===== src/sv/dqp_pkg.sv =====
// shared types and constants for the dct quantizer with prediction
// used by dqp_cell, dqp_out_stage and dct_quantizer_with_prediction
`default_nettype none

package dqp_pkg;

	// fixed field widths
	localparam int FIELD_W = 16;
	localparam int IDX_W   = 6;
	localparam int STEP_W  = 15;
	localparam int SEL_W   = 2;

	// divider: numerator is 2|c| + s (17 bits), divisor 2s (16 bits),
	// quotient never exceeds 32768, so 16 quotient bits, one per cell
	localparam int DIVW = 16;

	// defaults for the top level parameters
	localparam int NUM_DC_PREDICTORS_DEF = 3;
	localparam int COEF_WIDTH_DEF        = 16;

	// side information that rides along with the division
	typedef struct packed {
		logic               kind;
		logic               is_dc;
		logic [SEL_W-1:0]   sel;
		logic               neg;
		logic               zero_step;
		logic               coef_zero;
		logic [FIELD_W-1:0] prev_ref;
	} dqp_side_t;

	// one word handed from cell to cell
	typedef struct packed {
		logic [DIVW-1:0] rem;
		logic [DIVW-1:0] num;
		logic [DIVW-1:0] quo;
		logic [DIVW-1:0] div;
		dqp_side_t       side;
	} dqp_word_t;

endpackage

`default_nettype wire


===== src/sv/dct_quantizer_with_prediction.sv =====
// top level of the dct quantizer with dc and inter-frame prediction
// depends on dqp_pkg, dqp_cell and dqp_out_stage
// pipeline: an accepted word is loaded into the first of 16 division cells, then passes
// through the rest and one output stage before its result is valid; stalls hold it back
// throughput: one word per cycle, back to back, while out_ready is high; each cell is elastic
// reset: arst_n clears all valid flags and the dc predictors, nothing else
`default_nettype none

module dct_quantizer_with_prediction #(
	parameter int NUM_DC_PREDICTORS = dqp_pkg::NUM_DC_PREDICTORS_DEF,
	parameter int COEF_WIDTH        = dqp_pkg::COEF_WIDTH_DEF
) (
	input  wire                                 clk,
	input  wire                                 arst_n,
	input  wire                                 in_valid,
	output logic                                in_ready,
	input  wire [0:0]                           kind,
	input  wire [dqp_pkg::IDX_W-1:0]            coef_index,
	input  wire signed [dqp_pkg::FIELD_W-1:0]   coefficient,
	input  wire [dqp_pkg::STEP_W-1:0]           quant_step,
	input  wire [dqp_pkg::SEL_W-1:0]            predictor_sel,
	input  wire signed [dqp_pkg::FIELD_W-1:0]   previous_reference,
	output logic                                out_valid,
	input  wire                                 out_ready,
	output logic signed [dqp_pkg::FIELD_W-1:0]  coded_value,
	output logic signed [dqp_pkg::FIELD_W-1:0]  reference_value
);
	import dqp_pkg::*;

	// word chain: index k feeds cell k, index DIVW feeds the output stage
	dqp_word_t chain_word  [DIVW+1];
	logic      chain_valid [DIVW+1];
	logic      chain_ready [DIVW+1];

	logic [DIVW-1:0] mag;
	logic [DIVW:0]   numer;

	// rounding half away from zero: q = floor((2|c| + s) / (2s))
	always_comb begin
		mag   = coefficient[FIELD_W-1] ? DIVW'(-coefficient) : DIVW'(coefficient);
		numer = {mag, 1'b0} + (DIVW+1)'(quant_step);

		chain_word[0].rem            = DIVW'(numer[DIVW]);
		chain_word[0].num            = numer[DIVW-1:0];
		chain_word[0].quo            = '0;
		chain_word[0].div            = {quant_step, 1'b0};
		chain_word[0].side.kind      = kind[0];
		chain_word[0].side.is_dc     = coef_index == '0;
		chain_word[0].side.sel       = predictor_sel;
		chain_word[0].side.neg       = coefficient[FIELD_W-1];
		chain_word[0].side.zero_step = quant_step == '0;
		chain_word[0].side.coef_zero = coefficient == '0;
		chain_word[0].side.prev_ref  = previous_reference;
	end

	assign chain_valid[0] = in_valid;
	assign in_ready       = chain_ready[0];

	// one cell per quotient bit, most significant first
	for (genvar k = 0; k < DIVW; k++) begin : g_cell
		dqp_cell u_cell (
			.clk      (clk),
			.arst_n   (arst_n),
			.up_valid (chain_valid[k]),
			.up_ready (chain_ready[k]),
			.up_word  (chain_word[k]),
			.dn_valid (chain_valid[k+1]),
			.dn_ready (chain_ready[k+1]),
			.dn_word  (chain_word[k+1])
		);
	end

	// sign, saturation, prediction and the result register
	dqp_out_stage #(
		.NUM_DC_PREDICTORS (NUM_DC_PREDICTORS),
		.COEF_WIDTH        (COEF_WIDTH)
	) u_out (
		.clk             (clk),
		.arst_n          (arst_n),
		.in_valid        (chain_valid[DIVW]),
		.in_ready        (chain_ready[DIVW]),
		.in_word         (chain_word[DIVW]),
		.out_valid       (out_valid),
		.out_ready       (out_ready),
		.coded_value     (coded_value),
		.reference_value (reference_value)
	);

endmodule

`default_nettype wire


===== src/sv/dqp_cell.sv =====
// one restoring division cell: produces one quotient bit per word
// depends on dqp_pkg
`default_nettype none

module dqp_cell (
	input  wire                   clk,
	input  wire                   arst_n,
	input  wire                   up_valid,
	output logic                  up_ready,
	input  dqp_pkg::dqp_word_t    up_word,
	output logic                  dn_valid,
	input  wire                   dn_ready,
	output dqp_pkg::dqp_word_t    dn_word
);
	import dqp_pkg::*;

	logic              valid_q;
	dqp_word_t         word_q;
	dqp_word_t         word_nx;
	logic [DIVW:0]     trial;
	logic              ge;

	// bring down the next numerator bit and try the subtract
	always_comb begin
		trial   = {up_word.rem, up_word.num[DIVW-1]};
		ge      = trial >= {1'b0, up_word.div};
		word_nx = up_word;
		word_nx.rem = ge ? DIVW'(trial - {1'b0, up_word.div}) : trial[DIVW-1:0];
		word_nx.num = {up_word.num[DIVW-2:0], 1'b0};
		word_nx.quo = {up_word.quo[DIVW-2:0], ge};
	end

	assign up_ready = !valid_q || dn_ready;

	always_ff @(posedge clk or negedge arst_n) begin
		if (!arst_n) begin
			valid_q <= 1'b0;
		end else if (up_ready) begin
			valid_q <= up_valid;
		end
	end

	always_ff @(posedge clk) begin
		if (up_valid && up_ready) begin
			word_q <= word_nx;
		end
	end

	assign dn_valid = valid_q;
	assign dn_word  = word_q;

endmodule

`default_nettype wire


===== src/sv/dqp_out_stage.sv =====
// output stage: sign, saturation, dc and inter-frame prediction, result register
// depends on dqp_pkg; holds the dc predictor registers
`default_nettype none

module dqp_out_stage #(
	parameter int NUM_DC_PREDICTORS = dqp_pkg::NUM_DC_PREDICTORS_DEF,
	parameter int COEF_WIDTH        = dqp_pkg::COEF_WIDTH_DEF
) (
	input  wire                               clk,
	input  wire                               arst_n,
	input  wire                               in_valid,
	output logic                              in_ready,
	input  dqp_pkg::dqp_word_t                in_word,
	output logic                              out_valid,
	input  wire                               out_ready,
	output logic signed [dqp_pkg::FIELD_W-1:0] coded_value,
	output logic signed [dqp_pkg::FIELD_W-1:0] reference_value
);
	import dqp_pkg::*;

	localparam int XW0  = (COEF_WIDTH > DIVW + 1) ? COEF_WIDTH : DIVW + 1;
	localparam int XW   = XW0 + 1;
	localparam int CW0  = $clog2(NUM_DC_PREDICTORS + 1);
	localparam int SELX = (CW0 > SEL_W) ? CW0 : SEL_W;

	logic                                          out_valid_q;
	logic signed [FIELD_W-1:0]                     coded_q;
	logic signed [FIELD_W-1:0]                     ref_q;
	logic                                          kind_q;
	logic                                          dc_q;
	logic [NUM_DC_PREDICTORS-1:0][COEF_WIDTH-1:0]  pred_q;

	logic                          load;
	logic signed [XW-1:0]          q_pos;
	logic signed [XW-1:0]          q_val;
	logic signed [XW-1:0]          sat_hi;
	logic signed [XW-1:0]          sat_lo;
	logic signed [XW-1:0]          q_sat;
	logic signed [COEF_WIDTH-1:0]  q_cw;
	logic signed [XW-1:0]          prev_ext;
	logic signed [COEF_WIDTH-1:0]  prev_cw;
	logic signed [COEF_WIDTH-1:0]  pred_rd;
	logic                          pred_ok;
	logic                          pred_wr;
	logic signed [COEF_WIDTH-1:0]  coded_cw;
	logic signed [XW-1:0]          coded_ext;
	logic signed [XW-1:0]          q_ext;

	assign in_ready = !out_valid_q || out_ready;
	assign load     = in_valid && in_ready;

	always_comb begin
		sat_hi = (XW'(1) <<< (COEF_WIDTH - 1)) - XW'(1);
		sat_lo = -sat_hi - XW'(1);
		q_pos  = XW'({1'b0, in_word.quo});
		q_val  = in_word.side.neg ? -q_pos : q_pos;
		// zero step saturates toward the sign of the coefficient; a zero coefficient gives zero
		priority if (in_word.side.zero_step) begin
			q_sat = in_word.side.coef_zero ? '0 : (in_word.side.neg ? sat_lo : sat_hi);
		end else if (q_val > sat_hi) begin
			q_sat = sat_hi;
		end else if (q_val < sat_lo) begin
			q_sat = sat_lo;
		end else begin
			q_sat = q_val;
		end
		q_cw     = q_sat[COEF_WIDTH-1:0];
		prev_ext = XW'($signed(in_word.side.prev_ref));
		prev_cw  = prev_ext[COEF_WIDTH-1:0];
	end

	// predictor lookup, out-of-range select reads as zero
	always_comb begin
		pred_rd = '0;
		for (int i = 0; i < NUM_DC_PREDICTORS; i++) begin
			if (SELX'(in_word.side.sel) == SELX'(i)) begin
				pred_rd = pred_q[i];
			end
		end
		pred_ok = SELX'(in_word.side.sel) < SELX'(NUM_DC_PREDICTORS);
		pred_wr = load && !in_word.side.kind && in_word.side.is_dc && pred_ok;
	end

	always_comb begin
		priority if (in_word.side.kind) begin
			coded_cw = q_cw - prev_cw;
		end else if (in_word.side.is_dc) begin
			coded_cw = q_cw - pred_rd;
		end else begin
			coded_cw = q_cw;
		end
		coded_ext = XW'(coded_cw);
		q_ext     = XW'(q_cw);
	end

	always_ff @(posedge clk or negedge arst_n) begin
		if (!arst_n) begin
			out_valid_q <= 1'b0;
			pred_q      <= '0;
		end else begin
			if (in_ready) begin
				out_valid_q <= in_valid;
			end
			for (int i = 0; i < NUM_DC_PREDICTORS; i++) begin
				if (pred_wr && SELX'(in_word.side.sel) == SELX'(i)) begin
					pred_q[i] <= q_cw;
				end
			end
		end
	end

	always_ff @(posedge clk) begin
		if (load) begin
			coded_q <= coded_ext[FIELD_W-1:0];
			ref_q   <= q_ext[FIELD_W-1:0];
			kind_q  <= in_word.side.kind;
			dc_q    <= in_word.side.is_dc;
		end
	end

	assign out_valid       = out_valid_q;
	assign coded_value     = coded_q;
	assign reference_value = ref_q;

	// the divider never yields more than 32768 for a nonzero step
	a_quo_bound: assert property (@(posedge clk) disable iff (!arst_n)
		in_valid && !in_word.side.zero_step |-> in_word.quo <= DIVW'(32768))
		else $error("quotient out of range");

	// predictors move only on an accepted intra dc word
	a_pred_hold: assert property (@(posedge clk) disable iff (!arst_n)
		!(load && !in_word.side.kind && in_word.side.is_dc) |=> $stable(pred_q))
		else $error("dc predictor changed unexpectedly");

	// intra ac words carry the quantized value unchanged
	a_ac_pass: assert property (@(posedge clk) disable iff (!arst_n)
		out_valid_q && !kind_q && !dc_q |-> coded_q == ref_q)
		else $error("intra ac coded value differs from reference");

endmodule

`default_nettype wire

===== config.mk =====
export PLATFORM = sky130hd
export DESIGN_NAME = dct_quantizer_with_prediction
export DESIGN_NICKNAME = d
export VERILOG_FILES = /design/src/sv/dqp_pkg.sv /design/src/sv/dct_quantizer_with_prediction.sv /design/src/sv/dqp_cell.sv /design/src/sv/dqp_out_stage.sv
export SDC_FILE = /design/constraint.sdc
export NUM_CORES = 2
export LEC_CHECK = 0
export BUFFER_PORTS_ARGS = -buffer_cell sky130_fd_sc_hd__buf_2
export CAP_MARGIN = 30
export CORE_MARGIN = 5
export CORE_UTILIZATION = 63
export CTS_CLUSTER_DIAMETER = 80
export DETAILED_ROUTE_END_ITERATION = 16
export MAX_ROUTING_LAYER = met4
export PLACE_DENSITY = 0.87
export SLEW_MARGIN = 20
export SYNTH_ARGS = -nofsm -noshare
export SYNTH_HDL_FRONTEND = slang
export SYNTH_SLANG_ARGS = --single-unit
export TNS_END_PERCENT = 50

===== constraint.sdc =====
create_clock -name clk -period 9.4 [get_ports clk]
set_input_delay 0.94 -clock clk [delete_from_list [all_inputs] [get_ports clk]]
set_output_delay 0.94 -clock clk [all_outputs]
set_load 0.01 [all_outputs]

Yosys cells after proc, flatten, opt, wreduce, memory -nomap -nowiden
Index checks and enable logic that the tools add are counted.
W data, S select, Z words.
{"block": "word_totals", "word_cells": 326, "in_bits": 60, "output_inout_bits": 34, "reg_bits": 1186}
{"block": "classes", "n_reduce_logical": 62, "magnitude_cmp": 19, "n_mux": 27, "n_eq_ne": 2, "add_sub_neg": 20}
{"operator": "$mux W16", "count": 25}
{"operator": "$sub A16 B16 Y16", "count": 16}
{"operator": "$ge A17 B16 Y1", "count": 15}
{"operator": "$logic_and A1 B1 Y1", "count": 23}
{"operator": "$gt A18 B16 Y1 const B", "count": 1}
{"operator": "$logic_not A1 Y1", "count": 18}
{"operator": "$lt A18 B16 Y1 const B", "count": 1}
{"operator": "$mux W18", "count": 1}
{"operator": "$neg A16 Y18", "count": 1}
{"operator": "$add A17 B15 Y17", "count": 1}
{"operator": "$logic_or A1 B1 Y1", "count": 17}
{"operator": "$ge A2 B16 Y1", "count": 1}
{"operator": "$logic_not A16 Y1", "count": 1}
{"operator": "$neg A16 Y16", "count": 1}
{"operator": "$sub A2 B16 Y16", "count": 1}
{"operator": "$logic_not A15 Y1", "count": 1}
{"operator": "$logic_not A6 Y1", "count": 1}
{"operator": "$eq A2 B1 Y1 const B", "count": 1}
{"operator": "$eq A2 B2 Y1 const B", "count": 1}
{"operator": "$logic_not A2 Y1", "count": 1}
{"operator": "$lt A2 B2 Y1 const B", "count": 1}
{"operator": "$mux W2", "count": 1}

Logic depth before layout (Yosys ltp)
{"block": "depth", "word_depth": 19, "depth_mapped": 19, "ltp_nobuf": 19}

Cells and area by module
From an unflattened synthesis, not the netlist that was laid out.
{"block": "unflattened", "hier_cells": 4507, "hier_area_um2": 66236.0}
{"module": "dqp_cell at g_cell[10].u_cell ...", "area_per_inst_um2": 3708.6, "cells_each": 233, "instances": 12, "seq_area_each_um2": 2607.5}
{"module": "dqp_cell at g_cell[0].u_cell ...", "area_per_inst_um2": 3817.4, "cells_each": 251, "instances": 3, "seq_area_each_um2": 2607.5}
{"module": "dqp_out_stage", "area_per_inst_um2": 5375.2, "cells_each": 565, "instances": 1, "seq_area_each_um2": 2187.1}
{"module": "dqp_cell at g_cell[2].u_cell", "area_per_inst_um2": 3856.2, "cells_each": 251, "instances": 1, "seq_area_each_um2": 2607.5}
{"module": "dct_quantizer_with_prediction", "area_per_inst_um2": 1049.8, "cells_each": 142, "instances": 1, "seq_area_each_um2": 0.0}

Worst setup path before layout
Ideal clock, no wire load.
{"block": "synth_timing", "path_type": "input-to-reg", "start": "in out_ready", "end": "reg g_cell[6].u_cell.word_q (netlist bit g_cell[6].u_cell.dn_word[0]) (enable)", "setup_time_ps": 602, "arrival_ps": 6767, "stages": 7, "slack_ps": 2031, "path_cell_list": "nor2b_1 -> nand3_1 -> nor2_1 -> and2_1 -> and3_1 -> and3_1 -> a21boi_0"}
{"block": "synth_via", "elab_chain_cells": 12}
{"element": "start: declaration", "line_no": "dct_quantizer_with_prediction.sv:24", "text": "input wire out_ready,"}
{"element": "$logic_or A1 B1 Y1", "line_no": "dqp_out_stage.sv:49", "text": "assign in_ready = !out_valid_q || out_ready;"}
{"element": "$logic_or A1 B1 Y1 (10 in a row)", "line_no": "dqp_cell.sv:33", "text": "assign up_ready = !valid_q || dn_ready;"}
{"element": "$logic_and A1 B1 Y1", "line_no": "dqp_cell.sv:44", "text": "if (up_valid && up_ready) begin"}
{"element": "end signal: assignment", "line_no": "dqp_cell.sv:45", "text": "word_q <= word_nx;"}
{"element": "end: declaration", "line_no": "dqp_cell.sv:18", "text": "dqp_word_t word_q;"}
Every way passes these cells.
A chain may end at the register's enable or synchronous reset.

Worst setup path in the final report
{"block": "layout_timing", "start": "reg g_cell[15].u_cell.word_q (netlist bit g_cell[15].u_cell.dn_word[41])", "end": "reg u_out.coded_q[14] (netlist: u_out.coded_value[14]), data pin"}
{"block": "layout_via", "elab_chain_cells": 9}
{"element": "start: declaration", "line_no": "dqp_cell.sv:18"}
{"element": "start signal: assignment", "line_no": "dqp_cell.sv:45"}
{"element": "$neg A16 Y18", "line_no": "dqp_out_stage.sv:56", "text": "q_val = in_word.side.neg ? -q_pos : q_pos;"}
{"element": "$mux W18 *", "line_no": "dqp_out_stage.sv:56"}
{"element": "$lt A18 B16 Y1", "line_no": "dqp_out_stage.sv:62", "text": "end else if (q_val < sat_lo) begin"}
{"element": "$mux W16", "line_no": "dqp_out_stage.sv:62"}
{"element": "$mux W16 *", "line_no": "dqp_out_stage.sv:60", "text": "end else if (q_val > sat_hi) begin"}
{"element": "$mux W16 *", "line_no": "dqp_out_stage.sv:58", "text": "priority if (in_word.side.zero_step) begin"}
{"element": "net u_out.q_sat[3]", "line_no": "dqp_out_stage.sv:38", "text": "logic signed [XW-1:0] q_sat;"}
{"element": "$sub A16 B16 Y16", "line_no": "dqp_out_stage.sv:88", "text": "coded_cw = q_cw - pred_rd;"}
{"element": "$mux W16", "line_no": "dqp_out_stage.sv:87", "text": "end else if (in_word.side.is_dc) begin"}
{"element": "$mux W16 *", "line_no": "dqp_out_stage.sv:85", "text": "priority if (in_word.side.kind) begin"}
{"element": "net u_out.coded_cw[14]", "line_no": "dqp_out_stage.sv:45", "text": "logic signed [COEF_WIDTH-1:0] coded_cw;"}
{"element": "end signal: assignment", "line_no": "dqp_out_stage.sv:114", "text": "coded_q <= coded_ext[FIELD_W-1:0];"}
{"element": "end: declaration", "line_no": "dqp_out_stage.sv:27", "text": "logic signed [FIELD_W-1:0] coded_q;"}
Mark *: on every way through the listed nets, which the timed path passes. The rest lies on a longest branch.

==> reports/results.md <==
| Metric | Value | Unit |
| --- | --- | --- |
| Buffers on Ports | 93 | - |
| Peak supply drop | 0.000200 | V |
| Cell-internal power | 0.0125 | W |
| Commonest non-fill, non-tap cell in the layout | edfxtp_1 | - |
| Synth Net Count | 4107 | - |
| Worst Hold Class | input port to async pin | - |
| Synthesis warning total | 0 | - |
| Net Sw Frac | 34.0 | % |
| Overall routing resource usage | 25.6 | % |
| Register-to-register setup slack | 4.30 | ns |
| Layout Area Growth over Synthesis | 10.9 | % |
| Fin. Hold Viols | 0 | - |
| Category of the critical setup timing path | flop to flop | - |
| Flop and latch count out of synthesis | 1171 | - |
| Leakage power | 22.5 | nW |
| Nature of the critical path endpoint | flop | - |
| Post-synthesis sequential area ratio | 67.0 | % |
| Worst endpoint required time | 9.83 | ns |
| Gate count of the mapped netlist | 3758 | - |
| Via density per instance | 6.24 | - |
| Die extent in y | 297 | um |
| Number of cell rows | 105 | - |
| Setup repair after global routing missed its margin | no | - |
| Largest buffer count on any clock path | 3 | - |
| Status | finished clean | - |
| Number of optimization iterations in the first detailed-route pass | 6 | - |
| TritonCTS Buffers | 108 | - |
| Clock edge transition at the registers on the reported setup and hold paths | 0.06 | ns |
| Number of hold buffers added after cts | 0 | - |
| Endpoint of the worst register-to-register path | u_out.coded_value[14]$_DFFE_PP_ | - |
| Worst slew margin relative to its limit | 34.0 | % |
| Initial DRC Count | 3361 | - |
| TritonCTS clock tree | built | - |
| Antenna Nets Post-Route | 0 | - |
| Max-cap violations | 0 | - |
| Root buffer cell | clkbuf_16 | - |
| Setup total negative slack | 0 | ns |
| Wire length reported by the detailed router | 112000 | um |
| Number of nets in the layout | 4288 | - |
| Synthesized area | 52000 | um^2 |
| H-Tree Level Count | 3 | - |
| Final worst path period share | 54.3 | % |
| Most frequent cells in the layout | edfxtp_1, inv_1, nor2_1, ha_1, a21oi_1 | - |
| Number of sinks on the clock net | 1171 | - |
| Max-slew violation count | 0 | - |
| Number of primary I/O pins | 94 | - |
| Path depth of the worst reg2reg path | 16 | - |
| Post-synthesis area per instance | 13.8 | um^2 |
| Share of cells above drive strength 1 | 11.7 | % |
| Routed via count | 31800 | - |
| Grt ovf | 0 | - |
| Slowest library cell on the worst path | or4_4 | - |
| Switching power of the nets | 0.00642 | W |
| Routability congestion estimate from global placement | 0.921 | - |
| Startpoint type of the worst setup path | flop | - |
| Via count of the first global-routing pass | 32600 | - |
| Die X-Extent | 297 | um |
| EDFF count, synth | 1106 | - |
| Overall die area | 88400 | um^2 |
| Core footprint | 82000 | um^2 |
| Final setup violation count | 0 | - |
| Worst clock skew | 0.0459 | ns |
| Post-CTS setup-driven buffer insertion count | 0 | - |
| Synth async-reset ratio | 5.55 | % |
| Largest net degree at the start of global routing | 70 | - |
| DPL Wire Length | 67700 | um |
| Initial core utilization | 63.4 | % |
| Number of gates given a new drive strength after cts | 0 | - |
| Worst hold slack across all endpoints | 0.192 | ns |
| Origin of the critical flop-to-flop path | g_cell[15].u_cell.dn_word[41]$_DFFE_PP_ | - |
| F_max | 196 | MHz |
| Initial antenna violation count | 1 | - |
| Worst Tran Pin Value | 0.990 | ns |
| Wire length of the first global-routing pass | 177000 | um |
| Arrival time at the worst endpoint | 5.53 | ns |
| Clock period minus worst slack | 5.10 | ns |
| Largest incremental delay on the critical path | 0.55 | ns |
| Worst-path cell chain | nor3_2, nand3b_1, or4_4, or3_4, o21ai_4, o21ai_0, inv_1, ha_1, o21a_1, o31a_1, o221a_2, o31ai_1, a21oi_1, a31oi_1, xor2_1, a22oi_2 | - |
| Yosys cell types | 79 | - |
| Remaining DRCs | 0 | - |
| Top fanout value on the critical path | 15 | - |
| Share of total power in the clock network | 24.1 | % |
| Top_reg_cell synth | edfxtp_1 | - |
| Part of the power in combinational logic | 34.5 | % |
| Power share of the sequential group | 41.4 | % |
| Pwr Density | 328 | nW/um^2 |
| Clk_lat worst skew | 0.69 | ns |
| Routed length per placed instance | 22.0 | um |
[Yosys cell counts (10+ instances only)]
cell / n / area share (%)
mux2i_1: 30 / 0.58
buf_1: 11 / 0.079
and2_1: 21 / 0.25
nand4_1: 44 / 0.53
nor2b_1: 31 / 0.37
o21bai_1: 22 / 0.32
clkbuf_1: 38 / 0.27
nor4_1: 11 / 0.13
fa_1: 17 / 0.65
o211ai_1: 18 / 0.26
a211oi_1: 27 / 0.39
o21ai_0: 132 / 1.3
o41ai_1: 19 / 0.32
a21boi_0: 19 / 0.27
or3_1: 35 / 0.42
a21o_1: 46 / 0.66
nor2_1: 327 / 2.4
or2_2: 29 / 0.35
ha_1: 272 / 6.5
o31a_1: 15 / 0.25
nand2b_1: 87 / 1.0
inv_1: 342 / 2.5
o311ai_0: 10 / 0.17
and3_1: 12 / 0.14
nand4b_1: 10 / 0.17
nor3_1: 42 / 0.40
edfxtp_1: 1106 / 64
xnor2_1: 125 / 2.1
a21oi_1: 267 / 2.6
nand3_1: 29 / 0.28
a31o_2: 11 / 0.19
mux2_2: 85 / 1.8
o21a_1: 43 / 0.62
o31ai_1: 30 / 0.43
o22ai_1: 11 / 0.13
nand2_1: 135 / 0.97
dfrtp_1: 65 / 3.1
xor2_1: 83 / 1.4
a31oi_1: 12 / 0.14
[worst max-delay path: cells and delay by family (launching register included)]
| kind | cells | cell delay (ns) |
|---|---|---|
| DFF | 1 | 0.45 |
| and+or+nand+nor | 4 | 1.43 |
| buffers and inverters | 1 | 0.20 |
| AOI/OAI and AO/OA | 9 | 2.26 |
| xor gates and xnor gates | 1 | 0.19 |
| adders and majority gates | 1 | 0.30 |
[registers in the layout, indices dropped and copies added (netlist names)]
register / flops
u_out.pred_q: 48
g_cell.u_cell.dn_valid: 16
u_out.out_valid: 1
u_out.coded_value: 16
g_cell.u_cell.dn_word: 1074
u_out.reference_value: 16
[area by class of cell]
cell class | instances | area, um^2
Sequential cell | 1171 | 34800
Tap cell | 1070 | 1340
Inverter | 344 | 1290
Multi-Input combinational cell | 2184 | 15700
Antenna cell | 1 | 2.50
Clock buffer | 143 | 2970
Fill cell | 4801 | 24300
Timing Repair Buffer | 130 | 777
Clock inverter | 61 | 719
[power groups by stage]
stage / registers, W / logic, W / clock network, W
final: 0.00782 / 0.00652 / 0.00455
after global routing: 0.00791 / 0.00708 / 0.00480
after CTS: 0.00781 / 0.00638 / 0.00457
after detailed placement: 0.00786 / 0.00606 / 0
after global placement: 0.00777 / 0.00577 / 0
after floorplan: 0.00771 / 0.00470 / 0
[through the flow]
stage / util [%] / instance area, um^2 / total power (W) / worst slack (ns) / std cells
4_1_cts: 70.3 / 57600 / 0.0187 / 4.36 / 5101
6_report: 70.3 / 57700 / 0.0189 / 4.30 / 5104
3_5_place_dp: 65.8 / 53900 / 0.0139 / 3.86 / 4897
3_3_place_gp: 65.8 / 53900 / 0.0135 / 4.01 / 4895
2_1_floorplan: - / 52000 / 0.0124 / 2.03 / 3758
5_1_grt: 70.3 / 57700 / 0.0198 / 3.96 / 5104
[cells by family (layout without fill, tap and decap cells)]
group	count (synthesis)	count (layout)	synth area share (%)
AO/OA/AOI/OAI	738	738	9.10
XOR/XNOR	208	208	3.50
flip-flops	1171	1171	67.0
other	0	1	0
AND/OR/NAND/NOR	834	834	7.81
adder cells (fa/ha/maj)	289	289	7.20
multiplexers	115	115	2.42
buffers and inverters	403	678	2.99
[layer usage]
| metal | vias up | track usage (%) | wire (um) | part of all wire, % |
|---|---|---|---|---|
| met1 | 15400 | 28.4 | 39100 | 35 |
| met3 | 513 | 3.64 | 7020 | 6.2 |
| met2 | 1758 | 45.4 | 58900 | 52 |
| met5 | - | - | 0 | 0 |
| met4 | 0 | 13.1 | 7270 | 6.5 |
| li1 | 14200 | - | - | - |
[worst max path at each step]
stage / endpoint / depth (start not counted) / from / slack (ns)
finish: u_out.coded_value[14]$_DFFE_PP_ / 16 / g_cell[15].u_cell.dn_word[41]$_DFFE_PP_ / 4.30
global route: u_out.coded_value[14]$_DFFE_PP_ / 16 / g_cell[15].u_cell.dn_word[41]$_DFFE_PP_ / 3.96
CTS: u_out.coded_value[14]$_DFFE_PP_ / 16 / g_cell[15].u_cell.dn_word[41]$_DFFE_PP_ / 4.36
detailed placement: g_cell[0].u_cell.dn_word[73]$_SDFFCE_PP0P_ / 18 / coefficient[3] / 3.86
global placement: g_cell[0].u_cell.dn_word[73]$_SDFFCE_PP0P_ / 18 / coefficient[3] / 4.01
floorplan: g_cell[6].u_cell.dn_word[0]$_DFFE_PP_ / 7 / out_ready / 2.03
Note: power is estimated with default switching activity, not from simulation.
